**src/design/ssp_pkg.sv**
```systemverilog
package ssp_pkg;

  localparam int ANGLE_BITS = 12;
  localparam int TICK_BITS  = 16;
  localparam int PROD_BITS  = ANGLE_BITS + TICK_BITS;

  // The step counter must cover the longer of the two serial passes.
  localparam int STEP_MAX  = (TICK_BITS > ANGLE_BITS) ? TICK_BITS : ANGLE_BITS;
  localparam int CNT_BITS  = $clog2(STEP_MAX);

  localparam int NUM_REGS     = 4;
  localparam int REG_IDX_BITS = $clog2(NUM_REGS);
  localparam int PADDR_BITS   = REG_IDX_BITS + 2;
  localparam int PDATA_BITS   = 32;

  localparam logic [REG_IDX_BITS-1:0] REG_MIN_TICKS = REG_IDX_BITS'(0);
  localparam logic [REG_IDX_BITS-1:0] REG_MAX_TICKS = REG_IDX_BITS'(1);
  localparam logic [REG_IDX_BITS-1:0] REG_MAX_ANGLE = REG_IDX_BITS'(2);
  localparam logic [REG_IDX_BITS-1:0] REG_STEP_SIZE = REG_IDX_BITS'(3);

  localparam logic [TICK_BITS-1:0]  MIN_TICKS_RST = TICK_BITS'(400);
  localparam logic [TICK_BITS-1:0]  MAX_TICKS_RST = TICK_BITS'(1075);
  localparam logic [ANGLE_BITS-1:0] MAX_ANGLE_RST = ANGLE_BITS'(1350);
  localparam logic [ANGLE_BITS-1:0] STEP_SIZE_RST = ANGLE_BITS'(20);

  typedef struct packed {
    logic [TICK_BITS-1:0]  min_ticks;
    logic [TICK_BITS-1:0]  max_ticks;
    logic [ANGLE_BITS-1:0] max_angle;
    logic [ANGLE_BITS-1:0] step_size;
  } cfg_t;

  typedef struct packed {
    logic [ANGLE_BITS-1:0] angle;
    logic                  at_target;
  } slew_res_t;

endpackage

```
**src/design/ssp_in_if.sv**
```systemverilog
interface ssp_in_if;
  import ssp_pkg::*;

  logic                  valid;
  logic                  ready;
  logic [ANGLE_BITS-1:0] target_angle;

  modport source (output valid, output target_angle, input ready);
  modport sink   (input valid, input target_angle, output ready);
endinterface

```
**src/design/ssp_out_if.sv**
```systemverilog
interface ssp_out_if;
  import ssp_pkg::*;

  logic                  valid;
  logic                  ready;
  logic [TICK_BITS-1:0]  pwm_value;
  logic [ANGLE_BITS-1:0] current_angle_out;
  logic                  at_target;

  modport source (output valid, output pwm_value, output current_angle_out,
                  output at_target, input ready);
  modport sink   (input valid, input pwm_value, input current_angle_out,
                  input at_target, output ready);
endinterface

```
**src/design/ssp_regs.sv**
```systemverilog
module ssp_regs (
  input  logic                            clk_i,
  input  logic                            rst_ni,
  input  logic                            psel,
  input  logic                            penable,
  input  logic                            pwrite,
  input  logic [ssp_pkg::PADDR_BITS-1:0]  paddr,
  input  logic [ssp_pkg::PDATA_BITS-1:0]  pwdata,
  output logic [ssp_pkg::PDATA_BITS-1:0]  prdata,
  output logic                            pready,
  output ssp_pkg::cfg_t                   cfg_o
);
  import ssp_pkg::*;

  cfg_t                    cfg_q;
  logic                    wr_en;
  logic [REG_IDX_BITS-1:0] idx;

  assign idx    = paddr[PADDR_BITS-1:2];
  assign pready = 1'b1;
  assign wr_en  = psel && penable && pwrite;
  assign cfg_o  = cfg_q;

  always_ff @(posedge clk_i or negedge rst_ni) begin
    if (!rst_ni) begin
      cfg_q.min_ticks <= MIN_TICKS_RST;
      cfg_q.max_ticks <= MAX_TICKS_RST;
      cfg_q.max_angle <= MAX_ANGLE_RST;
      cfg_q.step_size <= STEP_SIZE_RST;
    end else if (wr_en) begin
      case (idx)
        REG_MIN_TICKS: cfg_q.min_ticks <= pwdata[TICK_BITS-1:0];
        REG_MAX_TICKS: cfg_q.max_ticks <= pwdata[TICK_BITS-1:0];
        REG_MAX_ANGLE: cfg_q.max_angle <= pwdata[ANGLE_BITS-1:0];
        REG_STEP_SIZE: cfg_q.step_size <= pwdata[ANGLE_BITS-1:0];
        default: ;
      endcase
    end
  end

  always_comb begin
    case (idx)
      REG_MIN_TICKS: prdata = PDATA_BITS'(cfg_q.min_ticks);
      REG_MAX_TICKS: prdata = PDATA_BITS'(cfg_q.max_ticks);
      REG_MAX_ANGLE: prdata = PDATA_BITS'(cfg_q.max_angle);
      REG_STEP_SIZE: prdata = PDATA_BITS'(cfg_q.step_size);
      default:       prdata = '0;
    endcase
  end

endmodule

```
**src/design/ssp_slew.sv**
```systemverilog
module ssp_slew (
  input  logic                            clk_i,
  input  logic                            rst_ni,
  input  logic                            step_i,
  input  logic [ssp_pkg::ANGLE_BITS-1:0]  target_i,
  input  logic [ssp_pkg::ANGLE_BITS-1:0]  step_size_i,
  output ssp_pkg::slew_res_t              res_o
);
  import ssp_pkg::*;

  logic [ANGLE_BITS-1:0] cur_q, cur_d;
  logic                  at_q;
  logic [ANGLE_BITS-1:0] diff;
  logic                  below;

  // Move toward the target, landing on it when it is within one step.
  always_comb begin
    below = cur_q < target_i;
    diff  = below ? (target_i - cur_q) : (cur_q - target_i);
    if (diff <= step_size_i) begin
      cur_d = target_i;
    end else if (below) begin
      cur_d = cur_q + step_size_i;
    end else begin
      cur_d = cur_q - step_size_i;
    end
  end

  always_ff @(posedge clk_i or negedge rst_ni) begin
    if (!rst_ni) begin
      cur_q <= '0;
      at_q  <= 1'b0;
    end else if (step_i) begin
      cur_q <= cur_d;
      at_q  <= (cur_d == target_i);
    end
  end

  assign res_o.angle     = cur_q;
  assign res_o.at_target = at_q;

endmodule

```
**src/design/ssp_map.sv**
```systemverilog
module ssp_map (
  input  logic                            clk_i,
  input  logic                            rst_ni,
  input  logic                            start_i,
  input  logic [ssp_pkg::ANGLE_BITS-1:0]  angle_i,
  input  ssp_pkg::cfg_t                   cfg_i,
  output logic                            busy_o,
  output logic [ssp_pkg::TICK_BITS-1:0]   pwm_o
);
  import ssp_pkg::*;

  localparam logic [1:0] P_IDLE = 2'd0;
  localparam logic [1:0] P_MUL  = 2'd1;
  localparam logic [1:0] P_DIV  = 2'd2;

  logic [1:0]            phase_q, phase_d;
  logic [CNT_BITS-1:0]   cnt_q, cnt_d;
  logic [TICK_BITS-1:0]  span_q, span_d;
  logic [ANGLE_BITS-1:0] mplier_q, mplier_d;
  logic [PROD_BITS-1:0]  acc_q, acc_d;
  logic [ANGLE_BITS-1:0] rem_q, rem_d;
  logic [TICK_BITS-1:0]  res_q, res_d;

  logic [PROD_BITS-1:0]  mul_nxt;
  logic [ANGLE_BITS:0]   trial;
  logic                  fits;
  logic [ANGLE_BITS-1:0] rem_nxt;
  logic [TICK_BITS-1:0]  quo_nxt;

  // Multiply: one multiplier bit per cycle, MSB first.
  // Divide: restoring, one quotient bit per cycle. The quotient is below the
  // span, so only its low TICK_BITS bits are developed; the upper product bits
  // seed the remainder and are already below max_angle.
  always_comb begin
    mul_nxt = {acc_q[PROD_BITS-2:0], 1'b0} +
              (mplier_q[ANGLE_BITS-1] ? PROD_BITS'(span_q) : '0);
    trial   = {rem_q, acc_q[TICK_BITS-1]};
    fits    = trial >= {1'b0, cfg_i.max_angle};
    rem_nxt = fits ? ANGLE_BITS'(trial - {1'b0, cfg_i.max_angle})
                   : trial[ANGLE_BITS-1:0];
    quo_nxt = {acc_q[TICK_BITS-2:0], fits};
  end

  always_comb begin
    phase_d  = phase_q;
    cnt_d    = cnt_q;
    span_d   = span_q;
    mplier_d = mplier_q;
    acc_d    = acc_q;
    rem_d    = rem_q;
    res_d    = res_q;
    case (phase_q)
      P_IDLE: begin
        if (start_i) begin
          if (cfg_i.max_ticks < cfg_i.min_ticks) begin
            res_d = cfg_i.min_ticks;
          end else if (angle_i >= cfg_i.max_angle) begin
            // A zero full scale also lands here.
            res_d = cfg_i.max_ticks;
          end else begin
            span_d   = cfg_i.max_ticks - cfg_i.min_ticks;
            mplier_d = angle_i;
            acc_d    = '0;
            cnt_d    = CNT_BITS'(ANGLE_BITS - 1);
            phase_d  = P_MUL;
          end
        end
      end
      P_MUL: begin
        acc_d    = mul_nxt;
        mplier_d = {mplier_q[ANGLE_BITS-2:0], 1'b0};
        cnt_d    = cnt_q - 1'b1;
        if (cnt_q == '0) begin
          rem_d   = mul_nxt[PROD_BITS-1:TICK_BITS];
          cnt_d   = CNT_BITS'(TICK_BITS - 1);
          phase_d = P_DIV;
        end
      end
      P_DIV: begin
        rem_d                  = rem_nxt;
        acc_d[TICK_BITS-1:0]   = quo_nxt;
        cnt_d                  = cnt_q - 1'b1;
        if (cnt_q == '0) begin
          res_d   = cfg_i.min_ticks + quo_nxt;
          phase_d = P_IDLE;
        end
      end
      default: phase_d = P_IDLE;
    endcase
  end

  always_ff @(posedge clk_i or negedge rst_ni) begin
    if (!rst_ni) begin
      phase_q <= P_IDLE;
      cnt_q   <= '0;
    end else begin
      phase_q <= phase_d;
      cnt_q   <= cnt_d;
    end
  end

  always_ff @(posedge clk_i) begin
    span_q   <= span_d;
    mplier_q <= mplier_d;
    acc_q    <= acc_d;
    rem_q    <= rem_d;
    res_q    <= res_d;
  end

  assign busy_o = (phase_q != P_IDLE);
  assign pwm_o  = res_q;

endmodule

```
**src/design/servo_slew_pwm_generator.sv**
```systemverilog
// Servo slew limiter and PWM compare generator.
//
// Items arrive on in_i, one per servo frame, each with a target angle in
// tenths of a degree. The block steps its current angle toward the target by
// at most step_size and then maps it linearly onto the range min_ticks to
// max_ticks. One result item leaves on out_o for every input item, carrying
// the compare value, the new angle and an at-target flag.
// Registers are to be written by the user over the APB port only while the
// block is idle; the block itself does not enforce this. pready is always
// high and reads return the stored values. The mapping runs a bit-serial
// multiply and then a restoring divide on one shared shift datapath;
// saturated and inverted ranges skip both. One item is worked on at a time:
// in_i is ready again once the result sits in the output register, even if
// the receiver has not taken it yet; a stalled receiver then holds the next
// result inside the block.
// Reset brings the angle to zero and the registers to their defaults.
module servo_slew_pwm_generator (
  input  logic                            clk_i,
  input  logic                            rst_ni,
  ssp_in_if.sink                          in_i,
  ssp_out_if.source                       out_o,
  input  logic                            psel,
  input  logic                            penable,
  input  logic                            pwrite,
  input  logic [ssp_pkg::PADDR_BITS-1:0]  paddr,
  input  logic [ssp_pkg::PDATA_BITS-1:0]  pwdata,
  output logic [ssp_pkg::PDATA_BITS-1:0]  prdata,
  output logic                            pready
);
  import ssp_pkg::*;

  localparam logic [1:0] ST_IDLE  = 2'd0;
  localparam logic [1:0] ST_START = 2'd1;
  localparam logic [1:0] ST_RUN   = 2'd2;

  cfg_t                  cfg;
  slew_res_t             slew_res;
  logic                  in_acc;
  logic                  map_start;
  logic                  map_busy;
  logic [TICK_BITS-1:0]  map_pwm;
  logic                  out_free;
  logic                  out_load;

  logic [1:0]            state_q, state_d;
  logic                  out_valid_q;
  logic [TICK_BITS-1:0]  pwm_q;
  logic [ANGLE_BITS-1:0] angle_q;
  logic                  at_q;

  ssp_regs u_regs (
    .clk_i   (clk_i),
    .rst_ni  (rst_ni),
    .psel    (psel),
    .penable (penable),
    .pwrite  (pwrite),
    .paddr   (paddr),
    .pwdata  (pwdata),
    .prdata  (prdata),
    .pready  (pready),
    .cfg_o   (cfg)
  );

  ssp_slew u_slew (
    .clk_i       (clk_i),
    .rst_ni      (rst_ni),
    .step_i      (in_acc),
    .target_i    (in_i.target_angle),
    .step_size_i (cfg.step_size),
    .res_o       (slew_res)
  );

  ssp_map u_map (
    .clk_i   (clk_i),
    .rst_ni  (rst_ni),
    .start_i (map_start),
    .angle_i (slew_res.angle),
    .cfg_i   (cfg),
    .busy_o  (map_busy),
    .pwm_o   (map_pwm)
  );

  assign in_i.ready = (state_q == ST_IDLE);
  assign in_acc     = in_i.valid && in_i.ready;
  assign map_start  = (state_q == ST_START);
  assign out_free   = !out_valid_q || out_o.ready;
  assign out_load   = (state_q == ST_RUN) && !map_busy && out_free;

  always_comb begin
    state_d = state_q;
    case (state_q)
      ST_IDLE:  if (in_acc)   state_d = ST_START;
      ST_START: state_d = ST_RUN;
      ST_RUN:   if (out_load) state_d = ST_IDLE;
      default:  state_d = ST_IDLE;
    endcase
  end

  always_ff @(posedge clk_i or negedge rst_ni) begin
    if (!rst_ni) begin
      state_q     <= ST_IDLE;
      out_valid_q <= 1'b0;
    end else begin
      state_q <= state_d;
      if (out_load) begin
        out_valid_q <= 1'b1;
      end else if (out_o.ready) begin
        out_valid_q <= 1'b0;
      end
    end
  end

  always_ff @(posedge clk_i) begin
    if (out_load) begin
      pwm_q   <= map_pwm;
      angle_q <= slew_res.angle;
      at_q    <= slew_res.at_target;
    end
  end

  assign out_o.valid             = out_valid_q;
  assign out_o.pwm_value         = pwm_q;
  assign out_o.current_angle_out = angle_q;
  assign out_o.at_target         = at_q;

endmodule
```
**src/flat_wrapper.sv**
```systemverilog
// flat-port wrapper written by rule: the top's interface ports become plain ports
module servo_slew_pwm_generator_flat import ssp_pkg::*;
  (clk_i, rst_ni, psel, penable, pwrite, paddr, pwdata, prdata, pready, in_i_valid, in_i_target_angle, in_i_ready, out_o_valid, out_o_pwm_value, out_o_current_angle_out, out_o_at_target, out_o_ready);
  ssp_in_if in_i_i ();
  ssp_out_if out_o_i ();
  input  logic clk_i;
  input  logic rst_ni;
  input  logic psel;
  input  logic penable;
  input  logic pwrite;
  input  logic [ssp_pkg::PADDR_BITS-1:0] paddr;
  input  logic [ssp_pkg::PDATA_BITS-1:0] pwdata;
  output logic [ssp_pkg::PDATA_BITS-1:0] prdata;
  output logic pready;
  input wire logic [$bits(in_i_i.valid)-1:0] in_i_valid;
  input wire logic [$bits(in_i_i.target_angle)-1:0] in_i_target_angle;
  output wire logic [$bits(in_i_i.ready)-1:0] in_i_ready;
  output wire logic [$bits(out_o_i.valid)-1:0] out_o_valid;
  output wire logic [$bits(out_o_i.pwm_value)-1:0] out_o_pwm_value;
  output wire logic [$bits(out_o_i.current_angle_out)-1:0] out_o_current_angle_out;
  output wire logic [$bits(out_o_i.at_target)-1:0] out_o_at_target;
  input wire logic [$bits(out_o_i.ready)-1:0] out_o_ready;
  assign in_i_i.valid = in_i_valid;
  assign in_i_i.target_angle = in_i_target_angle;
  assign in_i_ready = in_i_i.ready;
  assign out_o_valid = out_o_i.valid;
  assign out_o_pwm_value = out_o_i.pwm_value;
  assign out_o_current_angle_out = out_o_i.current_angle_out;
  assign out_o_at_target = out_o_i.at_target;
  assign out_o_i.ready = out_o_ready;
  servo_slew_pwm_generator u_core (.clk_i(clk_i), .rst_ni(rst_ni), .in_i(in_i_i), .out_o(out_o_i), .psel(psel), .penable(penable), .pwrite(pwrite), .paddr(paddr), .pwdata(pwdata), .prdata(prdata), .pready(pready));
endmodule
```
**config.mk**
```make
export PLATFORM = sky130hd
export DESIGN_NAME = servo_slew_pwm_generator_flat
export DESIGN_NICKNAME = d
export VERILOG_FILES = /design/src/design/ssp_pkg.sv /design/src/design/ssp_in_if.sv /design/src/design/ssp_out_if.sv /design/src/design/ssp_regs.sv /design/src/design/ssp_slew.sv /design/src/design/ssp_map.sv /design/src/design/servo_slew_pwm_generator.sv /design/src/flat_wrapper.sv
export SDC_FILE = /design/constraint.sdc
export NUM_CORES = 1
export LEC_CHECK = 0
export BUFFER_PORTS_ARGS = -buffer_cell sky130_fd_sc_hd__buf_2
export CAP_MARGIN = 25
export CORE_UTILIZATION = 60
export CTS_CLUSTER_SIZE = 8
export DETAILED_ROUTE_END_ITERATION = 8
export PLACE_DENSITY = 0.83
export SLEW_MARGIN = 20
export SYNTH_ARGS = -nofsm -noshare
export SYNTH_HDL_FRONTEND = slang
export SYNTH_SLANG_ARGS = --single-unit
```
**constraint.sdc**
```tcl
create_clock -name clk_i -period 6.5 [get_ports clk_i]
set_input_delay 0.325 -clock clk_i [delete_from_list [all_inputs] [get_ports clk_i]]
set_output_delay 0.325 -clock clk_i [all_outputs]
set_load 0.1 [all_outputs]
```
==> run metrics, run 1 <==
clock-pin slew on the worst setup and hold paths=approximately 0.08 ns; Period minus WS final=roughly 5.5 ns; crit end category=flip-flop; Mapped Avg Cell Area=9.97 sq um; GPL Wtd Cong=0.960; Worst-Margin Slew=about 1.0 ns; max-slew violations=0; vias=around 11000; Finished Layout Cells=roughly 1700; vias in the first global route=approximately 11000; CTS tree=yes; share of cells above drive strength 1=between 10% and 20%; Worst EP required=6.84 ns; antenna violations before repair=0; WS Path Type=flip-flop to flip-flop; PostCTS Resize Cnt=0; GRT Util Overall=between 20% and 30%; peak per-stage delay on the critical path=0.73 ns; area of the die=23200 sq um; Hold Buf Count CTS=1; power per cell area=about 580 nW/um^2; largest net degree at the start of global routing=between 70 and 80; dpl cells=1694; leading post-synthesis cells by cell area=edfxtp_1 (25%), dfrtp_1 (12%), ha_1 (11%); Clock Latency Late Sink=0.44 ns; Layout Area Growth over Synthesis=9.44%; fmax=~180 MHz; antenna cells=0; Max rail drop VDD=~0.35 mV; H-Tree Depth=4; total gr overflow=0; DR DRC count=2; critical path peak fanout=9; clock net sink count=190; Final Hold Fails=0; Critical R2R Launch=u_core.u_slew.cur_q[0]; Hold Path Class=input port to flip-flop; Seq cells post-synth=between 150 and 200; Yosys warnings=0; reg2reg path depth=21; ANT nets after route=0; CTS max path bufs=2; post-layout net count=1619; Initial Utilization=between 60% and 70%; Finished Cell Area=approximately 15000 sq um; total power=roughly 8.6 mW; Distinct cells, synth=75; row cnt=54; Post-Route WL=approximately 33000 um; Hold Startpoint=pwdata[14]; sequential element share of the synthesized area=39.4%; Detailed Place HPWL=approximately 25000 um; die height=~150 um; Finished Core Util=67.5%; R2R Setup Slk=1.03 ns; Post-Synthesis Cells=1359; Buf/Inv on CP=4; worst reg2reg path endpoint=u_core.u_slew.at_q; RSZ-0062 raised after global routing=no; Yosys top cell by area=edfxtp_1; Hold Path End=u_core.u_regs.cfg_o[54]; Post-synth EDFFs=between 100 and 150; post-synth top area share=about a quarter; Worst setup SP type=flip-flop; async set or reset register ratio after synthesis=between 40% and 50%; Worst Path Arrival=approximately 5.8 ns; setup ws final=between 1 and 1.5 ns; Max-Cap Viols=0; final setup violation count=0; Crit path top cell by count=inv_1; Die W=about 150 um; Place WS=approximately 1.1 ns; CP max-delay cell=nor4b_1; hold path cells=3; hold_ws=about 0.11 ns; I/O pins=between 100 and 150; CTS Buf Count=17; Worst Skew=roughly 0.012 ns; port bufs=83; CTS Root Cell=clkbuf_16; synthesized area=roughly 14000 sq um; first-pass GRT wire length=approximately 54000 um; vias per std cell=6.09; initial DRC count=slightly below 900; status=finished, violations left; DRT Pass-1 Iters=8; area of the core=roughly 22000 sq um; failing checks=design-rule violations; Slew headroom=between 30 and 40%; ys flop type=edfxtp_1; Setup TNS=0 ns; Placed Area=~14000 sq um; leakage power=6.31 nW; cell family with most CP delay=simple AND/OR/NAND/NOR gates; DR WL/cell=between 15 and 20 um; Post-CTS Setup Repair Bufs=0; Final Cycle Share=about 84%; crit path cell chain=inv_1, ha_1, inv_1, fa_1, nand3_1, a21oi_1, nor4b_1, nand2b_1, buf_4, nor2_1, a21o_1, inv_1, ha_1, nor2b_1, o31a_1, o41ai_1, o21bai_1, xor2_1, xnor2_1, or4b_1, o31ai_1
[cells in the final DEF (no fill, tap or decap), types with 51 or more instances in the layout]
master    count
nand2_1     110
nor2_1       69
mux2i_1      51
buf_2        82
ha_1        121
xnor2_1      65
inv_1        94
edfxtp_1    112
o21ai_0     118
dfrtp_1      63
a21oi_1      83
[final cells by class]
type | instances | area (sq um)
multi-input cells | 1033 | 7660
clock buffers | 17 | 425
clock inverters | 15 | 176
fillers | 1648 | 7130
well taps | 280 | 350
inverters | 96 | 360
flip-flops and latches | 190 | 5330
repair buffers | 96 | 518
[power by group]
| group | switching, mW | leakage [nW] | total, mW | internal, mW |
|---|---|---|---|---|
| registers | 0.338 | 1.97 | 2.18 | 1.84 |
| logic | 3.31 | 4.06 | 5.34 | 2.02 |
| clock network | 0.495 | 0.289 | 1.08 | 0.581 |
[sequential cells by signal, indices dropped and copies added (netlist names), 2 cells and up]
register	cells
u_core.u_regs.cfg_o	56
u_core.u_map.acc_q	27
u_core.out_o.pwm_value	16
u_core.u_map.pwm_o	16
u_core.u_map.span_q	16
u_core.out_o.current_angle_out	12
u_core.u_map.mplier_q	12
u_core.u_map.rem_q	12
u_core.u_slew.cur_q	12
u_core.u_map.cnt_q	4
u_core.state_q	2
u_core.u_map.phase_q	2
[Yosys cell counts, types with 4 or more instances]
cell type    n
nor3_1      24
buf_4       17
a211oi_1    10
and2_1      19
edfxtp_1   112
a21oi_1     84
nand2b_1    16
o31ai_1      6
nand4_1     10
mux2_2      35
a22oi_1      8
nand2_1    110
nand3_1     25
mux2i_1     51
nor2b_1     36
o21ai_1      6
buf_1        4
o31a_1       5
o21a_1      24
nand3b_1     5
clkbuf_1    30
nor2_1      69
fa_1         7
xnor2_1     65
xor2_1      22
and3_1      12
dfrtp_1     63
dfstp_2     15
or2_2        5
o21ai_0    118
mux4_2      12
a21boi_0     9
inv_1       94
a31oi_1      8
o21bai_1     7
ha_1       123
a21o_1      23
or3_1        7
a32oi_1      4
[routing by layer]
layer / up-vias / track usage [%] / part of all wire [%]
li1: 5034 / - / -
met1: 5050 / 36.5 / 42
met2: 355 / 50.8 / 49
met3: 72 / 3.70 / 5.1
met4: 0 / 13.7 / 3.9
met5: - / 0 / 0
[kinds of logic after synthesis]
group | count (synthesis) | synth area share [%]
simple gates | 351 | 12.7
buf+inv | 151 | 4.74
compound gates | 349 | 16.3
flops | 190 | 39.4
fa+ha+maj | 130 | 12.4
other cells | 2 | 0.0554
xor+xnor | 88 | 5.79
mux | 98 | 8.67
[worst min-delay path: stages]
cell and delay, ns:
buf_2 0.08, nand2_1 0.04, o21ai_0 0.06
[how the worst max path moves through the flow]
stage | end | slack [ns] | cells past startpoint | start
after floorplan | u_core.u_slew.at_q | 1.66 | 21 | u_core.u_slew.cur_q[0]
after detailed placement | u_core.u_slew.cur_q[10] | 1.12 | 21 | u_core.u_slew.cur_q[0]
after CTS | u_core.u_slew.at_q | 1.06 | 21 | u_core.u_slew.cur_q[0]
final | u_core.u_slew.at_q | 1.03 | 21 | u_core.u_slew.cur_q[0]
after global routing | u_core.u_slew.cur_q[9] | 0.54 | 21 | u_core.u_slew.cur_q[0]
after global placement | u_core.u_slew.cur_q[9] | 1.16 | 21 | u_core.u_slew.cur_q[0]
Power figures use the tool's default switching activity.
==> run 2: changes to the inputs <==
- CORE_UTILIZATION: 60 -> 55
- PLACE_DENSITY: 0.83 -> 0.8
- clock period: 6.5 -> 4.6 ns (I/O delays scaled with it)
==> run 2 against run 1 <==
  * Routed wire length increased by 4.3%
  * Flip-flop and latch count unchanged
  * Fmax up 23%
  * Sequential power is 38% higher
  * The run now ends clean
  * First-iteration DRC count decreased by 4.3%
  * Largest cell class unchanged
  * Clock power increased by 33%
  * Largest power group unchanged
==> run metrics, run 2 (synthesis gave the netlist of run 1 again) <==
status=complete, no violations; CTS Root Cell=clkbuf_16; Post-Route WL=approximately 34000 um; Finished Cell Area=~15000 sq um; DRT Pass-1 Iters=5; initial DRC count=850; port bufs=83; CP startpoint=u_core.u_slew.cur_q[0]; CTS tree=yes; Int Pwr=~6.5 mW; leakage power=approximately 6.5 nW; Initial Utilization=between 50 and 60%; GRT Util Overall=27.3%; Layout Area Growth over Synthesis=12.9%; die height=159 um; Worst Path Arrival=between 4 and 5 ns; DR WL/cell=~19 um; Critical R2R Launch=u_core.u_slew.cur_q[0]; Placed Area=14500 sq um; ANT nets after route=0; max reg flops=56; Period minus WS final=4.45 ns; power per cell area=between 800 and 900 nW/um^2; Finished Core Util=a little over three fifths; largest net degree at the start of global routing=58; antenna cells=0; area of the die=between 20000 and 30000 sq um; Worst setup SP type=flip-flop; Slew headroom=roughly 45%; fmax=approximately 220 MHz; Detailed Place HPWL=approximately 26000 um; H-Tree Depth=4; Sw Pwr=around 6.1 mW; Die W=159 um; hold_ws=0.00897 ns; row cnt=57; clock net sink count=190; area of the core=roughly 24000 sq um; clock share of power=~11%; R2R Setup Slk=0.15 ns; Max-Cap Viols=0; sequential power share=between 20% and 30%; CP endpoint=u_core.u_slew.at_q; Clock Latency Late Sink=approximately 0.45 ns; DR DRC count=0; Final Cycle Share=a little over nine tenths; clock-pin slew on the worst setup and hold paths=about 0.080 ns; max-slew violations=0; antenna violations before repair=1; reg2reg path depth=20; critical path peak fanout=5; CTS max path bufs=2; vias=around 11000; WS Path Type=flip-flop to flip-flop; GPL Wtd Cong=between 0.9 and 1; crit end category=flip-flop; final setup violation count=0; Worst Skew=~0.013 ns; Final Hold Fails=0; worst reg2reg path endpoint=u_core.u_slew.at_q; CTS Buf Count=17; vias per std cell=5.96; commonest cells after routing, fill and taps aside=ha_1 (118), o21ai_0 (116), edfxtp_1 (112), nand2_1 (110), inv_1 (94); I/O pins=~120; post-layout net count=roughly 1700; Comb power frac=between 60% and 70%; leading cell type in the layout, fill and taps excluded=ha_1; switching share of power=about half; Worst-Margin Slew=a little over 0.8 ns; total gr overflow=0; Worst EP required=between 4 and 5 ns; vias in the first global route=between 10000 and 15000; Hold Path Class=input port to flip-flop; first-pass GRT wire length=about 54000 um; Max rail drop VDD=~0.55 mV; share of cells above drive strength 1=~18%
## run 2: cell types whose count changed in the layout (fill, tap and decap cells not counted), moves of 3 or more
cell / delta
buf_4: +38
a21oi_1: -3
ha_1: -3
a21oi_2: +3
ha_2: +3
dlygate4sd3_1: +4
## run 2: power groups by stage
stage	registers [mW]	logic, mW	clock network [mW]
global route	3.05	8.96	1.51
detailed placement	3.02	7.87	0
global placement	2.99	7.68	0
floorplan	3.56	5.41	0
CTS	2.99	7.94	1.45
finish	3.00	8.26	1.44
## run 2: per-stage QoR
step	cells	power (mW)	TNS [ns]	worst slack, ns
after global placement	1772	10.7	0	0.0950
after floorplan	1374	8.97	0	0.0201
after detailed placement	1772	10.9	-0.0714	-0.0714
final	1815	12.7	0	0.149
after CTS	1809	12.4	0	0.00604
after global routing	1815	13.5	-0.0356	-0.0215
## run 2: how the worst min path moves through the flow
stage / end / startpoint / cells past startpoint / slack (ns)
4_1_cts: u_core.u_regs.cfg_o[54] / pwdata[14] / 3 / 0.001
3_5_place_dp: u_core.state_q[1] / rst_ni / 1 / 0.14
3_3_place_gp: u_core.state_q[1] / rst_ni / 1 / 0.14
6_report: u_core.u_regs.cfg_o[54] / pwdata[14] / 3 / 0.009
2_1_floorplan: u_core.out_o.valid / rst_ni / 0 / -0.07
5_1_grt: u_core.u_regs.cfg_o[54] / pwdata[14] / 3 / 0.02
## run 2: repair_timing
item / in CTS / in global routing
pin swaps: 0 / 9
gates resized for setup: 1 / 24
hold endpoints to repair: 25 / 0
hold buffers: 5 / 0
buffers inserted: 0 / 6
setup endpoints to repair: 1 / 18
## run 2: layout make-up
| cell class | instances | area, sq um |
|---|---|---|
| multi-input combinational | 1033 | 7770 |
| timing repair buffer | 140 | 866 |
| tap | 324 | 405 |
| clock buffer | 18 | 433 |
| clock inverter | 14 | 129 |
| sequential | 190 | 5330 |
| inverter | 96 | 360 |
| fill | 1964 | 8950 |
## run 2: worst max-delay path, stage by stage, from the launching register on
cell and delay (ns):
dfrtp_1 0.39, inv_1 0.08, ha_2 0.18, inv_1 0.06, fa_2 0.36, nand3_2 0.08, a21oi_2 0.06, nor4b_2 0.32
buf_4 0.18, nor2_1 0.07, nor2_1 0.14, xnor2_1 0.08, ha_1 0.36, and2b_1 0.21, o2111ai_2 0.24, nand3_2 0.14
a31o_4 0.26, a21oi_4 0.16, xnor3_1 0.24, or4b_4 0.54, o31ai_1 0.19
## run 2: per-layer routing
metal | track usage (%) | share of wire, %
met5 | 0 | 0.035
met4 | 10.5 | 3.2
met3 | 4.14 | 4.8
met2 | 48.5 | 50
met1 | 33.3 | 42
